$ cat src/vcg_pkg.sv
`timescale 1ns / 1ps

package vcg_pkg;

   // saturated totals fit in 28 bits (65535*16*255 < 2**28)
   localparam int TOT_W = 28;
   // quotient of a saturated total by 17 or more
   localparam int CTH_W = 24;
   // cylinder-times-heads value that goes on to the cylinder divide
   localparam int SEL_W = 20;
   // x operand of the cylinder divide when heads is not 16
   localparam int CX_W  = 14;
   localparam int CYL_W = 16;
   localparam int HD_W  = 5;
   localparam int SPT_W = 8;
   localparam int RCP_W = 17;
   localparam int RCP_SHIFT = 18;

   localparam logic [TOT_W-1:0] MAX_SECTORS = TOT_W'(65535 * 16 * 255);
   localparam logic [TOT_W-1:0] BIG_SECTORS = TOT_W'(65535 * 16 * 63);

   localparam logic [SPT_W-1:0] SPT_17  = 8'd17;
   localparam logic [SPT_W-1:0] SPT_31  = 8'd31;
   localparam logic [SPT_W-1:0] SPT_63  = 8'd63;
   localparam logic [SPT_W-1:0] SPT_255 = 8'd255;

   localparam logic [HD_W-1:0] MIN_HEADS = 5'd4;
   localparam logic [HD_W-1:0] MAX_HEADS = 5'd16;

   localparam int CTH_PER_HEAD_LOG2 = 10;
   localparam logic [CTH_W-1:0] FB_LIMIT = CTH_W'(16 * 1024);

   typedef struct packed {
      logic [SEL_W-1:0] cth;
      logic [HD_W-1:0]  heads;
      logic [SPT_W-1:0] spt;
   } geo_type;

   // floor(2**18 / heads) for heads 4..15
   function automatic logic [RCP_W-1:0] cyl_recip(input logic [HD_W-1:0] heads);
      logic [RCP_W-1:0] r;
      case (heads)
         5'd4:    r = 17'd65536;
         5'd5:    r = 17'd52428;
         5'd6:    r = 17'd43690;
         5'd7:    r = 17'd37449;
         5'd8:    r = 17'd32768;
         5'd9:    r = 17'd29127;
         5'd10:   r = 17'd26214;
         5'd11:   r = 17'd23831;
         5'd12:   r = 17'd21845;
         5'd13:   r = 17'd20164;
         5'd14:   r = 17'd18724;
         5'd15:   r = 17'd17476;
         default: r = 17'd16384;
      endcase
      return r;
   endfunction

endpackage

$ cat src/vcg_select.sv
`timescale 1ns / 1ps

// picks sectors per track, heads and the cylinder-times-heads count
module vcg_select (
   input  logic                       clock,
   input  logic                       en,
   input  logic                       big,
   input  logic [vcg_pkg::CTH_W-1:0]  cth17,
   input  logic [vcg_pkg::CTH_W-1:0]  cth31,
   input  logic [vcg_pkg::CTH_W-1:0]  cth63,
   input  logic [vcg_pkg::CTH_W-1:0]  cth255,
   output vcg_pkg::geo_type           geo
);

   localparam int CW = vcg_pkg::CTH_W + 1;
   localparam int HW = CW - vcg_pkg::CTH_PER_HEAD_LOG2;

   logic [CW-1:0]    round_up;
   logic [HW-1:0]    hc;
   logic [HW-1:0]    h17;
   logic [CW-1:0]    h17_cap;
   logic             fb1;
   logic             fb2;
   vcg_pkg::geo_type geo_in, geo_ff;

   assign round_up = CW'(cth17) + CW'(1023);
   assign hc       = HW'(round_up >> vcg_pkg::CTH_PER_HEAD_LOG2);
   assign h17      = (hc < HW'(vcg_pkg::MIN_HEADS)) ? HW'(vcg_pkg::MIN_HEADS) : hc;
   assign h17_cap  = CW'(h17) << vcg_pkg::CTH_PER_HEAD_LOG2;

   // 17 sectors does not fit, then 31 sectors with 16 heads does not fit
   assign fb1 = (CW'(cth17) >= h17_cap) || (h17 > HW'(vcg_pkg::MAX_HEADS));
   assign fb2 = cth31 >= vcg_pkg::FB_LIMIT;

   always_comb begin
      if (big) begin
         geo_in.spt   = vcg_pkg::SPT_255;
         geo_in.heads = vcg_pkg::MAX_HEADS;
         geo_in.cth   = cth255[vcg_pkg::SEL_W-1:0];
      end else if (!fb1) begin
         geo_in.spt   = vcg_pkg::SPT_17;
         geo_in.heads = h17[vcg_pkg::HD_W-1:0];
         geo_in.cth   = cth17[vcg_pkg::SEL_W-1:0];
      end else if (!fb2) begin
         geo_in.spt   = vcg_pkg::SPT_31;
         geo_in.heads = vcg_pkg::MAX_HEADS;
         geo_in.cth   = cth31[vcg_pkg::SEL_W-1:0];
      end else begin
         geo_in.spt   = vcg_pkg::SPT_63;
         geo_in.heads = vcg_pkg::MAX_HEADS;
         geo_in.cth   = cth63[vcg_pkg::SEL_W-1:0];
      end
   end

   always_ff @(posedge clock) begin
      if (en) begin
         geo_ff <= geo_in;
      end
   end

   assign geo = geo_ff;

endmodule

$ cat config.mk
export PLATFORM = sky130hd
export DESIGN_NAME = vcg_select
export DESIGN_NICKNAME = d
export VERILOG_FILES = /design/src/vcg_pkg.sv /design/src/vcg_select.sv
export SDC_FILE = /design/constraint.sdc
export NUM_CORES = 1
export LEC_CHECK = 0
export BUFFER_PORTS_ARGS = -buffer_cell sky130_fd_sc_hd__clkbuf_2
export CORE_MARGIN = 4
export CORE_UTILIZATION = 25
export CTS_CLUSTER_DIAMETER = 80
export DETAILED_ROUTE_END_ITERATION = 16
export PLACE_DENSITY_LB_ADDON = 0.25
export SYNTH_ARGS = -nofsm -noshare
export SYNTH_HDL_FRONTEND = slang
export SYNTH_SLANG_ARGS = --single-unit
$ cat constraint.sdc
create_clock -name clock -period 4.6 [get_ports clock]
set_input_delay 0 -clock clock [delete_from_list [all_inputs] [get_ports clock]]
set_output_delay 0 -clock clock [all_outputs]
set_load 0.02 [all_outputs]
* After elaboration in Yosys (flattened, before gate mapping) *
Cells that the tools add are included.

operators by class
  add/sub/neg operators = 1
  multiply operators = 0
  divide/modulo/power cells = 0
  $lt $le $gt $ge = 4
  eq/ne operators = 0
  shifts and indexed selects = 0
  multiplexer cells = 4
  bitwise operators = 1
  reductions and logical operators = 2

operators with widths
  cell                                                                                   count
  33-bit two-way mux                                                                     3
  24-bit by 10-bit adder with 25-bit output, second input constant                       1
  24-bit by 25-bit greater-or-equal comparator with 1-bit output                         1
  24-bit by 15-bit greater-or-equal comparator with 1-bit output, second input constant  1
  15-bit by 5-bit greater-than comparator with 1-bit output, second input constant       1
  15-bit by 3-bit < comparator with 1-bit output, second input constant                  1
  15-bit two-way mux                                                                     1
  2-bit OR reduction                                                                     1
  1-bit logical OR                                                                       1
  1-bit NOT                                                                              1

word-level totals
  register bits after elaboration = 33
  latch bits = 0
  memory bits (writable) = 0
  bits in read-only memories = 0
  logic and storage cells = 16
  memories = 0

* Logic depth before layout (Yosys ltp) *
  depth after elaboration = 7
  mapped depth = 17
  mapped depth without buffers = 14

* Least setup slack after synthesis *
No wires, ideal clock.

  path kind = input port to flip-flop
  start point = input port cth17[13] in the netlist's numbering
  end point = register geo_ff (netlist bit geo[21]) (data pin)
  setup time = 261 ps
  data arrival time = 3055 ps
  path slack = 1284 ps
  cell stages on the path = 17
  path through = clkbuf_1 and4_1 nand2_1 nor2_1 nand3_1 nor2_1 nand2_1 xor2_1 ha_1 and3_1 nand4_1 or3_1 o211a_1 o211a_1 buf_4 buf_6 a221o_1

RTL lines
  item                  line              source
  start, declared       vcg_select.sv:8   input logic [vcg_pkg::CTH_W-1:0] cth17,
  end signal, assigned  vcg_select.sv:57  geo_ff <= geo_in;
  end, declared         vcg_select.sv:24  vcg_pkg::geo_type geo_in, geo_ff;

==> metrics.md <==
| Metric | Value |
|---|---|
| Run status | completed |
| Vias in the first global route | 2072 |
| Worst Setup End Kind | flip-flop |
| Initial antenna violation count | 0 |
| Leak pwr | 1.44 nW |
| Remaining Overflow, GRT | 0 |
| Crit path cell chain | clkbuf_2 -> and4_1 -> nand2_1 -> nor2_1 -> nand3_1 -> nor2_1 -> nand2_1 -> xor2_1 -> ha_1 -> and3_1 -> nand4_1 -> or3_1 -> o211a_1 -> o211a_1 -> a221o_1 |
| CP startpoint kind | input port |
| Main area contributors after synthesis | edfxtp_1 (38%), a221o_1 (6.4%), mux2i_1 (6.4%) |
| Routability congestion estimate | 0.873 |
| Post-CTS setup buffer count | 0 |
| Worst Hold Class | in2reg |
| Synthesized cell area | 2200 sq um |
| Fraction of layout instances using a drive strength above 1 | 41.1% |
| Via/cell ratio | 4.77 |
| Largest net degree at the start of global routing | 41 |
| Die area | 10400 sq um |
| CP max FO | 18 |
| Fin crit period | 3620 ps |
| Most frequent cells in the layout | clkbuf_2 (121), edfxtp_1 (28), nor2_1 (26) |
| Core area | 8380 sq um |
| CTS tree | yes |
| Met2 GRT Util | 21.6% |
| Fillers | 889 |
| First DRT Iteration DRCs | 79 |
| Post-DP HPWL | 5240 um |
| Grt met3 use | 0.956% |
| Nets | 444 |
| Yosys Warn Count | 0 |
| Busiest grt layer | met2 |
| Ports | 132 |
| Pwr dens | 233 nW/um^2 |
| Cts-stage hold buffer count | 0 |
| Port bufs | 121 |
| Crit-path max cell delay | 470 ps |
| Maxcap violations | 0 |
| Die H | 102 um |
| Count of antenna-violating nets left after detailed routing | 0 |
| Slew HR | 51.9% |
| Via count | 2088 |
| Clk pin slew, worst setup/hold paths | 100 ps |
| Post-Syn Instances | 221 |
| Worst Hold Depth | 2 |
| Bufs on Longest Clock Path | 2 |
| Sequential element share of the synthesized area | 38.1% |
| Max reg flops | 28 |
| Count of final hold-check violations | 0 |
| Ys async rst share | 0% |
| CP startpoint | cth17[11] |
| Global-route wire length before repair | 10000 um |
| Synth top area share | 38.1% |
| Drt wl/cell | 14.9 um |
| Worst EP arrival | 3640 ps |
| Number of synthesized flops with an enable pin | 28 |
| Drt total wl | 6540 um |
| Finish-stage setup viols | 0 |
| DR DRC count | 0 |
| Chip Width | 102 um |
| Cts bufs inserted | 3 |
| Critical path class | in2reg |
| Dominant synthesized flop cell | edfxtp_1 |
| Post-CTS sizing | 0 |
| Setup TNS Final | 0 ps |
| Final Cycle Share | 78.7% |
| Total Routing Usage GR | 12.2% |
| GR Util met1 | 15.9% |
| Syn_area_per_cell | 9.98 sq um |
| Yosys reg bits | 28 |
| Maximum VDD drop | 0.000143 V |
| RSZ-0062 raised after global routing | false |
| FP Rows | 33 |
| Post-synth cell types | 43 |
| Util after Layout | 35.0% |
| Worst path slowest cell | a221o_1 |
| Max Slew Vio Count | 0 |
| Crit path required time | 4630 ps |
| Tightest Pin Transition | 722 ps |
| Most common cell after layout, fill and taps aside | clkbuf_2 |
| Htree depth | 1 |
| HP Start | cth17[0] |
| Clk sink count | 28 |
| P&R area growth vs syn | 33.2% |
| Dominant cell type by area after synthesis | edfxtp_1 |
| Max Clk Rate | 276 MHz |
| Starting Density | 26.3% |
| WP depth | 15 |
| Ant diodes | 0 |
| Bufs and invs on worst path | 1 |
| Root Buffer | clkbuf_8 |
| Hold Path End | geo[13]$_DFFE_PP_ |
| DRT Pass-1 Iters | 4 |
| Family with the most delay on the worst path | simple AND/OR/NAND/NOR gates |
-- cell usage after synthesis, drive strengths merged (6+ instances only) --
| cell type | instances |
|---|---|
| clkbuf | 6 |
| mux2i | 14 |
| nand3 | 6 |
| nor2 | 26 |
| inv | 6 |
| edfxtp | 28 |
| and2 | 20 |
| xor2 | 6 |
| ha | 11 |
| nand2 | 12 |
| nor4 | 8 |
| a221o | 14 |
| buf | 12 |
| nor3 | 6 |
-- layout make-up --
class	count	area [sq um]	area share, %
Multi-Input combinational cell	170	1230	42.1
Inverter	6	22.5	0.767
Clock inverter	1	30.0	1.02
Clock buffer	3	41.3	1.41
Sequential cell	28	841	28.6
Tap cell	105	131	4.47
Timing Repair Buffer	125	636	21.6
-- how the worst max path moves through the flow --
stage	end	slack (ps)
2_1_floorplan	geo[21]$_DFFE_PP_	1280
3_3_place_gp	geo[15]$_DFFE_PP_	720
3_5_place_dp	geo[18]$_DFFE_PP_	690
4_1_cts	geo[18]$_DFFE_PP_	990
5_1_grt	geo[26]$_DFFE_PP_	660
6_report	geo[18]$_DFFE_PP_	980
-- layer usage --
layer / routed length, um / vias up
met4: 54 / 0
met3: 458 / 2
met5: 0 / -
li1: - / 1060
met2: 3130 / 65
met1: 2900 / 961
-- cell families after synthesis --
| logic type | share of synthesized area, % |
|---|---|
| DFF | 38.1 |
| and+or+nand+nor | 21.1 |
| other | 0.170 |
| muxes | 6.36 |
| buffers and inverters | 6.02 |
| xor gates and xnor gates | 4.37 |
| adders and majority gates | 6.24 |
| AOI/OAI and AO/OA | 17.7 |
-- metrics by stage --
stage          area, sq um  setup slack, ps  hold WS [ps]  power [mW]  std cells
6_report              2940              982          40.8       0.685        438
5_1_grt               2940              663          39.7       0.722        438
4_1_cts               2940              990          32.7       0.696        438
3_5_place_dp          2870              693           326       0.501        434
3_3_place_gp          2870              719           321       0.498        434
2_1_floorplan         2210             1280          98.9       0.420        222
-- where the power goes --
part           leakage (nW)  internal [mW]  switching (mW)
combinational          1.13         0.0810           0.103
sequential            0.273          0.304         0.00539
clock                0.0357          0.116          0.0755
total                  1.44          0.502           0.184
No activity file was read; power rests on OpenSTA's default activity.
