**src/vcg_pkg.sv**
```systemverilog
`timescale 1ns / 1ps

package vcg_pkg;

   // saturated totals fit in 28 bits (65535*16*255 < 2**28)
   localparam int TOT_W = 28;
   // quotient of a saturated total by 17 or more
   localparam int CTH_W = 24;
   // cylinder-times-heads value that goes on to the cylinder divide
   localparam int SEL_W = 20;
   // x operand of the cylinder divide when heads is not 16
   localparam int CX_W  = 14;
   localparam int CYL_W = 16;
   localparam int HD_W  = 5;
   localparam int SPT_W = 8;
   localparam int RCP_W = 17;
   localparam int RCP_SHIFT = 18;

   localparam logic [TOT_W-1:0] MAX_SECTORS = TOT_W'(65535 * 16 * 255);
   localparam logic [TOT_W-1:0] BIG_SECTORS = TOT_W'(65535 * 16 * 63);

   localparam logic [SPT_W-1:0] SPT_17  = 8'd17;
   localparam logic [SPT_W-1:0] SPT_31  = 8'd31;
   localparam logic [SPT_W-1:0] SPT_63  = 8'd63;
   localparam logic [SPT_W-1:0] SPT_255 = 8'd255;

   localparam logic [HD_W-1:0] MIN_HEADS = 5'd4;
   localparam logic [HD_W-1:0] MAX_HEADS = 5'd16;

   localparam int CTH_PER_HEAD_LOG2 = 10;
   localparam logic [CTH_W-1:0] FB_LIMIT = CTH_W'(16 * 1024);

   typedef struct packed {
      logic [SEL_W-1:0] cth;
      logic [HD_W-1:0]  heads;
      logic [SPT_W-1:0] spt;
   } geo_type;

   // floor(2**18 / heads) for heads 4..15
   function automatic logic [RCP_W-1:0] cyl_recip(input logic [HD_W-1:0] heads);
      logic [RCP_W-1:0] r;
      case (heads)
         5'd4:    r = 17'd65536;
         5'd5:    r = 17'd52428;
         5'd6:    r = 17'd43690;
         5'd7:    r = 17'd37449;
         5'd8:    r = 17'd32768;
         5'd9:    r = 17'd29127;
         5'd10:   r = 17'd26214;
         5'd11:   r = 17'd23831;
         5'd12:   r = 17'd21845;
         5'd13:   r = 17'd20164;
         5'd14:   r = 17'd18724;
         5'd15:   r = 17'd17476;
         default: r = 17'd16384;
      endcase
      return r;
   endfunction

endpackage

```
**src/vcg_cyl.sv**
```systemverilog
`timescale 1ns / 1ps

// cylinders = cth / heads over two stages; 16 heads is a plain shift
module vcg_cyl (
   input  logic                       clock,
   input  logic [1:0]                 en,
   input  vcg_pkg::geo_type           geo,
   output logic [vcg_pkg::CYL_W-1:0]  cylinders,
   output logic [vcg_pkg::HD_W-1:0]   heads,
   output logic [vcg_pkg::SPT_W-1:0]  sectors_per_track
);

   localparam int PW = vcg_pkg::CX_W + vcg_pkg::RCP_W;

   logic                        is16_in, is16_ff;
   logic [PW-1:0]               prod;
   logic [vcg_pkg::CYL_W-1:0]   qa_in, qa_ff;
   logic [vcg_pkg::CX_W-1:0]    xa_ff;
   logic [vcg_pkg::HD_W-1:0]    ha_ff;
   logic [vcg_pkg::SPT_W-1:0]   sa_ff;
   logic [vcg_pkg::CX_W-1:0]    back;
   logic [vcg_pkg::CX_W-1:0]    rem;
   logic [vcg_pkg::CYL_W-1:0]   cyl_in, cyl_ff;
   logic [vcg_pkg::HD_W-1:0]    hb_ff;
   logic [vcg_pkg::SPT_W-1:0]   sb_ff;

   assign is16_in = geo.heads == vcg_pkg::MAX_HEADS;
   // below 16 heads the count stays under heads*1024, so 14 bits suffice
   assign prod = PW'(geo.cth[vcg_pkg::CX_W-1:0]) * PW'(vcg_pkg::cyl_recip(geo.heads));
   assign qa_in = is16_in ? vcg_pkg::CYL_W'(geo.cth >> 4)
                          : vcg_pkg::CYL_W'(prod >> vcg_pkg::RCP_SHIFT);

   assign back   = vcg_pkg::CX_W'(qa_ff[9:0]) * vcg_pkg::CX_W'(ha_ff);
   assign rem    = xa_ff - back;
   assign cyl_in = (!is16_ff && rem >= vcg_pkg::CX_W'(ha_ff)) ? qa_ff + 1'b1 : qa_ff;

   always_ff @(posedge clock) begin
      if (en[0]) begin
         is16_ff <= is16_in;
         qa_ff   <= qa_in;
         xa_ff   <= geo.cth[vcg_pkg::CX_W-1:0];
         ha_ff   <= geo.heads;
         sa_ff   <= geo.spt;
      end
      if (en[1]) begin
         cyl_ff <= cyl_in;
         hb_ff  <= ha_ff;
         sb_ff  <= sa_ff;
      end
   end

   assign cylinders         = cyl_ff;
   assign heads             = hb_ff;
   assign sectors_per_track = sb_ff;

endmodule

```
**config.mk**
```make
export PLATFORM = sky130hd
export DESIGN_NAME = vcg_cyl
export DESIGN_NICKNAME = d
export VERILOG_FILES = /design/src/vcg_pkg.sv /design/src/vcg_cyl.sv
export SDC_FILE = /design/constraint.sdc
export NUM_CORES = 1
export LEC_CHECK = 0
export BUFFER_PORTS_ARGS = -buffer_cell sky130_fd_sc_hd__buf_4
export CAP_MARGIN = 5
export CORE_AREA = 3 3 156 158
export DETAILED_ROUTE_END_ITERATION = 12
export DIE_AREA = 0 0 159 161
export PLACE_DENSITY = 0.75
export SLEW_MARGIN = 30
export SYNTH_ARGS = -nofsm -noshare
export SYNTH_HDL_FRONTEND = slang
export SYNTH_SLANG_ARGS = --single-unit
```
**constraint.sdc**
```tcl
create_clock -name clock -period 7.44 [get_ports clock]
set_input_delay 0.372 -clock clock [delete_from_list [all_inputs] [get_ports clock]]
set_output_delay 0.372 -clock clock [all_outputs]
set_load 0.01 [all_outputs]
```
After elaboration in Yosys (flattened, before gate mapping)
Memories as Yosys holds them, arrays and structs flattened.
Cells that the tools add are included.
- multiply operators: 2
- mux-type cells: 3
- equal/unequal tests: 1
- $lt $le $gt $ge: 1
- add/sub/neg operators: 2
- reduce and logical (&&, ||, !) cells: 2
- operators with widths (cell ; number):
    14-bit by 17-bit multiplier with 31-bit output ; 1
    17-bit two-way mux ; 1
    16-bit by 1-bit adder with 16-bit output, second input constant ; 1
    16-bit two-way mux ; 1
    14-bit by 5-bit greater-or-equal comparator with 1-bit output ; 1
    10-bit by 5-bit multiplier with 14-bit output ; 1
    14-bit subtractor ; 1
    13-bit two-way mux ; 1
    5-bit equality test, second input constant ; 1
    1-bit logical AND ; 1
    1-bit logical NOT ; 1
- memory bits (read-only): 272
- flip-flop bits (word level): 73
- bits of input ports: 36
- word-level logic and storage cells: 21
- memories kept: 1
- output and inout bits: 29
- memory list (name ; words ; bits a word ; rd ports ; clocked after Yosys merged registers in ; wr ports ; line ; RTL):
    (name not given) ; 16 ; 17 ; 1 ; 0 ; 0 ; vcg_pkg.sv:42 ; case (heads)

Longest topological paths before layout
- word-level depth: 5
- depth in mapped cells: 29
- gate-level depth less buffers: 29

Worst setup path before layout
OpenSTA, ideal clock, no wires.
- path type: input to register
- start point: input port geo[10] in the netlist's numbering
- end point: register qa_ff[12] in the netlist's numbering (data pin)
- stages on the path: 26
- data arrival time: 6.878 ns
- path buffers: 2
- setup slack: 0.302 ns
- setup time: 0.260 ns
- data required time: 7.180 ns
- path through: clkbuf_1 inv_1 nor2_1 a21oi_1 a211oi_1 clkbuf_1 nand2_1 fa_1 fa_1 inv_1 fa_1 fa_1 fa_1 inv_1 fa_1 inv_1 ha_1 a2111oi_0 o21ai_1 o21a_1 or2_1 o31ai_2 o21ai_2 a2111oi_2 xnor2_1 mux2_2
- cells in the longest elaborated chain, start to end: 4
- elaborated cells on any way between the ends: 5
- classes of those cells: mul (1); eq/ne (1); mux (2); memory (1)
- RTL lines (what ; line ; RTL):
    start, declared ; vcg_cyl.sv:7 ; input vcg_pkg::geo_type geo,
    memory 16 x 17 bit ; n/a ;
    17-bit two-way mux ; vcg_pkg.sv:42 ;
    14-bit by 17-bit multiplier with 31-bit output ; vcg_cyl.sv:29 ; assign prod = PW'(geo.cth[vcg_pkg::CX_W-1:0]) * PW'(vcg_pkg::cyl_recip(geo.heads));
    13-bit two-way mux (*) ; vcg_cyl.sv:30 ; assign qa_in = is16_in ? vcg_pkg::CYL_W'(geo.cth >> 4)
    via qa_in, one bit ; vcg_cyl.sv:17 ; logic [vcg_pkg::CYL_W-1:0] qa_in, qa_ff;
    end signal, assigned ; vcg_cyl.sv:40 ; qa_ff <= qa_in;
    end, declared ; vcg_cyl.sv:17 ;
Mark *: on every way through the listed nets, which the timed path passes. The rest lies on a longest branch.
A chain may end at the register's enable or synchronous reset.

Final worst setup path
- start point: input port geo[8] in the netlist's numbering
- end point: register qa_ff[6] in the netlist's numbering (data pin)
Same word-level chain as after synthesis.

==> results.json <==
{
  "outcome": "finished clean",
  "synth-compound-area-share_pct": 6.30,
  "clock_sinks": 73,
  "yosys_warnings": 0,
  "overflow": 0,
  "syn_area_sq_um": 12600,
  "drt_iter0_drc": 420,
  "path_buf_inv": 9,
  "netlist_top_cells_count": "257 x inv_1, 210 x fa_1, 187 x nand2_1",
  "maxCapViolCount": 0,
  "regArea_sq_um": 2190,
  "placed_cells": 1657,
  "synth.top_cell.area_share_pct": 33.5,
  "synthCells": 1315,
  "period_minus_slack_ns": 7.03,
  "dieArea_sq_um": 25600,
  "wl_per_cell_um": 17.4,
  "clockBufferDepth": 2,
  "grt_pass1_vias": 9583,
  "critPathRequiredTime_ns": 7.52,
  "ios": 65,
  "drc_errors": 0,
  "leakage_nw": 6.73,
  "grt_pass1_wl_mm": 48.5,
  "insertion_delay_ns": 0.34,
  "hp-class": "in -> reg",
  "antenna_found_initial": 0,
  "slowest_stage": "fa_1",
  "fin_worst_skew_ns": 0.00957,
  "wl_mm": 29.1,
  "die_width_um": 159,
  "critical_path.top_delay_family": "adder cells",
  "synth_seq_cells": 73,
  "cts_root_buf": "clkbuf_16",
  "peakVddDrop_mv": 0.544,
  "whs_ns": 0.211,
  "worst-r2r-cell-count": 18,
  "drive_gt1_share_pct": 9.08,
  "synth_fa_ha_area_share_pct": 46.1,
  "yosysTopAreaCell": "fa_1",
  "grt_usage_pct": 23.6,
  "critPathArrivalTime_ns": 7.11,
  "fp.dieH_um": 161,
  "cp_num_cells": 29,
  "fin_nets": 1723,
  "start_kind": "input pin",
  "antenna_left": 0,
  "rsz0062_at_grt": "false",
  "p_per_area_nw_per_um2": 385,
  "synth_top_family_by_area": "adder cells",
  "num-fill-cells": 2020,
  "cpPeakStageDelay_ns": 0.54,
  "synthXorXnorAreaFrac_pct": 2.85,
  "ys_async_sr_fraction_pct": 0,
  "coreArea_sq_um": 23300,
  "synth_mux_area_share_pct": 0.607,
  "crit_top_cell": "inv_1",
  "post_cts_buffers": 0,
  "r2r_slack_ns": 1.91,
  "cts_buffers": 9,
  "synth_flop_cell": "edfxtp_1",
  "hold-path-cell-count": 1,
  "vias_per_cell": 5.40,
  "cts_tree": "built",
  "worst_pin_slew_ns": 0.580,
  "yosys-top-cells-area": "fa_1 33%, edfxtp_1 17%, ha_1 13%",
  "yosys.area_share.simple_pct": 17.0,
  "syn_nets": 1688,
  "port_buffers": 64,
  "crit_fanout": 14,
  "hold_viol_final": 0,
  "synth_edf_count": 73,
  "dpl.hpwl_mm": 22.8,
  "area_growth_pct": 9.17,
  "multiInputGateArea_sq_um": 9190,
  "yosysSeqAreaShare_pct": 17.4,
  "power_mw": 5.28,
  "ys_types": 72,
  "row_count": 56,
  "maxSlewViolCount": 0,
  "critPathKind": "in -> reg",
  "finalCritPeriodShare_pct": 94.4,
  "instances_no_fill": 1674,
  "slew_headroom_pct": 61.3,
  "vias": 9040,
  "drt_first_pass_iters": 5,
  "syn_avg_cell_area_sq_um": 9.56,
  "gp_congestion": 0.974,
  "timing.fmax_mhz": 142,
  "start_util_pct": 54.0,
  "synth_most_common_cell": "inv_1",
  "finalSetupViolCount": 0,
  "final_util_pct": 59.0,
  "htree_levels": 3,
  "grt_start_max_net_pins": 45,
  "cp-end-kind": "flop",
  "diodes": 0,
  "clk_pin_slew_ns": 0.06
}
==> flip-flops by register name, summed over array words and instances (netlist names) <==
name and cells:
heads 5, qa_ff 16, sectors_per_track 8, cylinders 16
ha_ff 5, xa_ff 14, sa_ff 8, is16_ff 1
==> per-layer routing <==
metal	part of all wire [%]	track usage (%)
met1	43	31.9
met2	50	41.1
met3	4.9	2.18
met4	2.5	6.88
met5	0	0
==> path summary, 6_finish.rpt <==
check	end	from
worst min-delay path	sa_ff[5]$_DFFE_PP_	geo[5]
worst min register to register	sectors_per_track[7]$_DFFE_PP_	sa_ff[7]$_DFFE_PP_
worst max-delay path	qa_ff[6]$_DFFE_PP_	geo[8]
worst max register to register	cylinders[1]$_DFFE_PP_	ha_ff[0]$_DFFE_PP_
==> area by class of cell <==
| class | count | area share [%] |
|---|---|---|
| multi-input combinational | 924 | 67.0 |
| sequential | 73 | 16.0 |
| inverter | 257 | 7.03 |
| timing repair buffer | 85 | 4.83 |
| tap | 319 | 2.91 |
| clock buffer | 9 | 1.64 |
| clock inverter | 7 | 0.620 |
==> where the power goes <==
| part | internal (mW) | switching, mW | leakage [nW] | total (mW) |
|---|---|---|---|---|
| clock | 0.266 | 0.180 | 0.146 | 0.446 |
| combinational | 1.74 | 2.44 | 5.87 | 4.18 |
| sequential | 0.558 | 0.0952 | 0.713 | 0.653 |
| total | 2.56 | 2.72 | 6.73 | 5.28 |
==> worst register-to-register path: cells and delay by family (launching register included) <==
family                   cells  cell delay (ns)
adder cells (fa/ha/maj)      5             2.12
AND/OR/NAND/NOR              6             1.09
flip-flops                   1             0.63
buffers and inverters        4             0.51
AO/OA/AOI/OAI                1             0.46
multiplexers                 1             0.32
XOR/XNOR                     1             0.15
==> layout by cell type (no fill, tap or decap), drive strengths merged, types with 3 or more instances in the layout <==
| cell | instances |
|---|---|
| nand2b | 7 |
| edfxtp | 73 |
| buf | 85 |
| and3 | 7 |
| nand2 | 187 |
| nor3 | 13 |
| clkbuf | 9 |
| a211oi | 6 |
| mux2 | 5 |
| a21o | 10 |
| ha | 127 |
| o21ai | 25 |
| inv | 260 |
| a31oi | 5 |
| xor2 | 18 |
| a21oi | 34 |
| a221oi | 3 |
| nand3 | 14 |
| nand4 | 3 |
| nor3b | 5 |
| fa | 210 |
| nor2 | 31 |
| and2 | 129 |
| or2 | 3 |
| a2111oi | 5 |
| o21a | 4 |
| nor2b | 6 |
| nor4 | 7 |
| nor4b | 3 |
| xnor2 | 22 |
==> cells by family after synthesis <==
family / Yosys count
muxes: 7
buffers and inverters: 318
xor gates and xnor gates: 40
AOI/OAI and AO/OA: 115
and+or+nand+nor: 425
adders and majority gates: 337
DFF: 73
==> timing repair <==
item                                    in CTS  in global routing
resized for setup                            0                  4
endpoints found under the setup margin       0                  3
hold buffers                                 0                  0
==> through the flow <==
stage | setup TNS (ns) | setup WS, ns | cell area [sq um]
5_1_grt | 0 | 0.0161 | 13700
3_5_place_dp | -0.00500 | -0.00500 | 13400
2_1_floorplan | 0 | 0.302 | 12600
6_report | 0 | 0.415 | 13700
4_1_cts | 0 | 0.329 | 13700
3_3_place_gp | 0 | 0.175 | 13400
Power figures use the tool's default switching activity.
